## src/rtl/core/cle_pkg.sv

```systemverilog
`default_nettype none

package cle_pkg;

  localparam int CAPACITY = 1024;
  localparam int IDX_W    = $clog2(CAPACITY);
  localparam int CNT_W    = $clog2(CAPACITY + 1);
  localparam int WORD_W   = 32;

  // Readout tree: CAPACITY must be a power of two of at least 64
  localparam int GRP_W    = 5;
  localparam int SEL_W    = IDX_W - GRP_W;
  localparam int NGRP     = 1 << SEL_W;

  typedef logic signed [WORD_W-1:0] word_t;

  typedef enum logic [3:0] {
    MODE_CLEAR      = 4'd0,
    MODE_PREPEND    = 4'd1,
    MODE_APPEND     = 4'd2,
    MODE_INS_BEFORE = 4'd3,
    MODE_INS_AFTER  = 4'd4,
    MODE_DEL_FRONT  = 4'd5,
    MODE_DEL_BACK   = 4'd6,
    MODE_DEL_CURSOR = 4'd7,
    MODE_MOVE_TO    = 4'd8,
    MODE_PREV       = 4'd9,
    MODE_NEXT       = 4'd10
  } mode_t;

  typedef enum logic [1:0] {
    ST_OK    = 2'd0,
    ST_EMPTY = 2'd1,
    ST_FULL  = 2'd2
  } status_t;

  // Broadcast to every cell of the row
  typedef struct packed {
    logic             ins;
    logic             del;
    logic [IDX_W-1:0] at;
    word_t            value;
  } shift_cmd_t;

endpackage

`default_nettype wire

```

## src/rtl/core/cle_cell.sv

```systemverilog
`default_nettype none

module cle_cell (
  input  wire logic                     clk,
  input  wire cle_pkg::shift_cmd_t      cmd,
  input  wire logic [cle_pkg::IDX_W-1:0] idx,
  input  wire cle_pkg::word_t           left,
  input  wire cle_pkg::word_t           right,
  output cle_pkg::word_t                data
);

  always_ff @(posedge clk) begin
    if (cmd.ins) begin
      if (idx > cmd.at) begin
        data <= left;
      end else if (idx == cmd.at) begin
        data <= cmd.value;
      end
    end else if (cmd.del && idx >= cmd.at) begin
      data <= right;
    end
  end

endmodule

`default_nettype wire

```

## config.mk

```make
export PLATFORM = sky130hd
export DESIGN_NAME = cle_cell
export DESIGN_NICKNAME = d
export VERILOG_FILES = /design/src/rtl/core/cle_pkg.sv /design/src/rtl/core/cle_cell.sv
export SDC_FILE = /design/constraint.sdc
export NUM_CORES = 1
export LEC_CHECK = 0
export ABC_AREA = 1
export CAP_MARGIN = 20
export CORE_MARGIN = 2
export CORE_UTILIZATION = 38
export CTS_CLUSTER_DIAMETER = 40
export CTS_CLUSTER_SIZE = 16
export DETAILED_ROUTE_END_ITERATION = 8
export DONT_BUFFER_PORTS = 1
export GPL_ROUTABILITY_DRIVEN = 0
export GPL_TIMING_DRIVEN = 0
export SYNTH_ARGS = -nofsm -noshare
export SYNTH_HDL_FRONTEND = slang
export SYNTH_SLANG_ARGS = --single-unit
```

## constraint.sdc

```tcl
create_clock -name clk -period 6.45 [get_ports clk]
set_input_delay 0.645 -clock clk [delete_from_list [all_inputs] [get_ports clk]]
set_output_delay 0.645 -clock clk [all_outputs]
set_load 0.01 [all_outputs]
```

==> metrics.txt <==
worst hold path startpoint right[6]; mapped cell area 2340 um2; die width 82.4 um; Top delay family on crit path buffers and inverters; Resize count post-CTS 0; initial antenna violation count 0; Seq cells post-synth 32; worst path cell trace inv_1 -> ha_1 -> nand2_1 -> nor2_4 -> nand4_4 -> buf_2 -> nand4_1 -> o21ai_0 -> inv_1 -> buf_16; first-pass GRT wire length 8520 um; Hold Crit Depth 2; endpoints failing setup 0; Post-CTS Setup Bufs 0; status finished clean; fill count 623; critical path type in -> reg; max reg flops 32; final hold violation count 0; Seq pwr share 53.3%; internal power 0.392 mW; slowest CP cell inv_1; minimum hold slack 0.551 ns; Post-Layout Cell Count 410; hold endpoint data[6]; Yosys cell types 18; top post-synthesis cells by count 110 x nand2_1, 83 x inv_1, 64 x nand3_1, 32 x edfxtp_1, 10 x ha_1; DP Area 2460 um2; Net Sw Power 0.173 mW; largest net degree at the start of global routing 19; routed len/inst 13.7 um; Global Route Usage Sum 16.6%; Cells after Synth 326; top area cells in the synthesized netlist edfxtp_1 41%, nand2_1 18%, nand3_1 14%, inv_1 13%, ha_1 5.4%; Final min period 2.55 ns; min-delay worst type in -> reg; DR vias 2002; Main synth FF type edfxtp_1; die outline area 6790 um2; Slowest Stage Delay on Critical Path 0.53 ns; Synth async-reset ratio 0%; ant diodes 0; CTS sink cnt 32; layout cells sized above 1 7.16%; final wirelength 5610 um; clock share of power 26.2%; CP Capture Type flip-flop; # rows 28; Buf/Inv on CP 4; Ports 151; TritonCTS clock tree done; Relative slew margins 53.2%; Seq/Total Area, Yosys 41.1%; Syn Nets 455; Arrival @ worst endpoint 2.54 ns; crit-path max FO 18; most frequent cell after synthesis nand2_1; EDFF count, synth 32; total core area 5920 um2; Max Slew Vio Count 0; DRC 0; total gr overflow 0; Total Nets Final 463; post-synth top area share 41.1%; Area Growth Syn to Fin 8.62%; Antenna Nets Post-Route 0; fin area 2540 um2; Hold-fix buffers, CTS 0; final worst path period share 39.5%; worst-margin pin slew 0.701 ns; Gate power share 20.5%; Critical Path RT 6.44 ns; FMAX 393 MHz; die span in y 82.4 um; via count of the first global-routing pass 1883; DRT Pass-1 Iters 5; RSZ-0062 raised after global routing no; Cells after DPL 402; Peak supply drop 0.104 mV; Fin Setup TNS 0 ns; Initial Util 39.5%; initial DRC count 56; clk root buf clkbuf_8; biggest regs data x32; Leak 1.40 nW; vias per cell 4.88; CTS H-tree lvls 2; critical path startpoint category input port; CTS max path bufs 2; Synth area leader edfxtp_1; share of the core filled with cells 42.9%; YS warnings 0; HPWL after detailed placement 4320 um; largest reg by FF count data; CP most frequent cell inv_1; Power Dens Cells 223 nW/um2; Synth Area per Inst 7.17 um2; clock slew at reported path FFs 0.07 ns; cts bufs inserted 5; MaxCap Viol Count 0; IO Port Bufs 0; Net Sw Frac 30.6%
metrics by stage:
stage	total power [mW]	worst slack, ns
floorplan	0.393	3.76
global placement	0.418	3.32
detailed placement	0.424	3.59
CTS	0.573	3.86
global route	0.602	3.77
finish	0.565	3.90
power by group through the flow:
| stage | combinational (mW) | clock [mW] | sequential [mW] |
|---|---|---|---|
| 2_1_floorplan | 0.0915 | 0 | 0.301 |
| 3_3_place_gp | 0.111 | 0 | 0.307 |
| 3_5_place_dp | 0.118 | 0 | 0.306 |
| 4_1_cts | 0.118 | 0.152 | 0.302 |
| 5_1_grt | 0.135 | 0.161 | 0.306 |
| 6_report | 0.116 | 0.148 | 0.301 |
per-layer routing:
metal | track usage (%) | vias to the layer above | part of all wire (%)
met5 | 0 | - | 0
met3 | 6.52 | 9 | 10
li1 | - | 1014 | -
met2 | 28.5 | 104 | 48
met1 | 18.3 | 875 | 40
met4 | 6.67 | 0 | 1.7
final cells by class:
| class | count | area [um2] | area share, % |
|---|---|---|---|
| buffer | 16 | 98.8 | 3.90 |
| clock buffer | 7 | 76.3 | 3.01 |
| timing repair buffer | 1 | 27.5 | 1.08 |
| inverter | 83 | 312 | 12.3 |
| clock inverter | 1 | 3.75 | 0.148 |
| sequential | 32 | 961 | 37.9 |
| multi-input combinational | 195 | 965 | 38.0 |
| tap | 75 | 93.8 | 3.70 |
cell families (layout without fill, tap and decap cells):
kind of cell	count (synthesis)	count (layout)	share of synthesized area (%)
AOI/OAI and AO/OA	3	3	0.803
adders and majority gates	10	10	5.36
buffers and inverters	99	108	17.6
DFF	32	32	41.1
and+or+nand+nor	182	182	35.1
cells in the final DEF (no fill, tap or decap), drive strengths merged:
cell,synthesis,final
nand3,66,66
ha,10,10
nand2,112,112
o21ai,1,1
edfxtp,32,32
nand4,2,2
nor2,2,2
inv,83,83
clkinv,0,1
buf,10,11
clkbuf,6,13
a21oi,2,2
worst max path at each step:
| stage | cells after the start | to | from | slack, ns |
|---|---|---|---|---|
| final | 10 | data[18] | cmd[37] | 3.90 |
| after global routing | 10 | data[17] | cmd[37] | 3.77 |
| after CTS | 10 | data[14] | cmd[37] | 3.86 |
| after detailed placement | 10 | data[14] | cmd[37] | 3.59 |
| after global placement | 9 | data[13] | cmd[37] | 3.32 |
| after floorplan | 9 | data[0] | cmd[37] | 3.76 |
No activity file was read; power rests on OpenSTA's default activity.
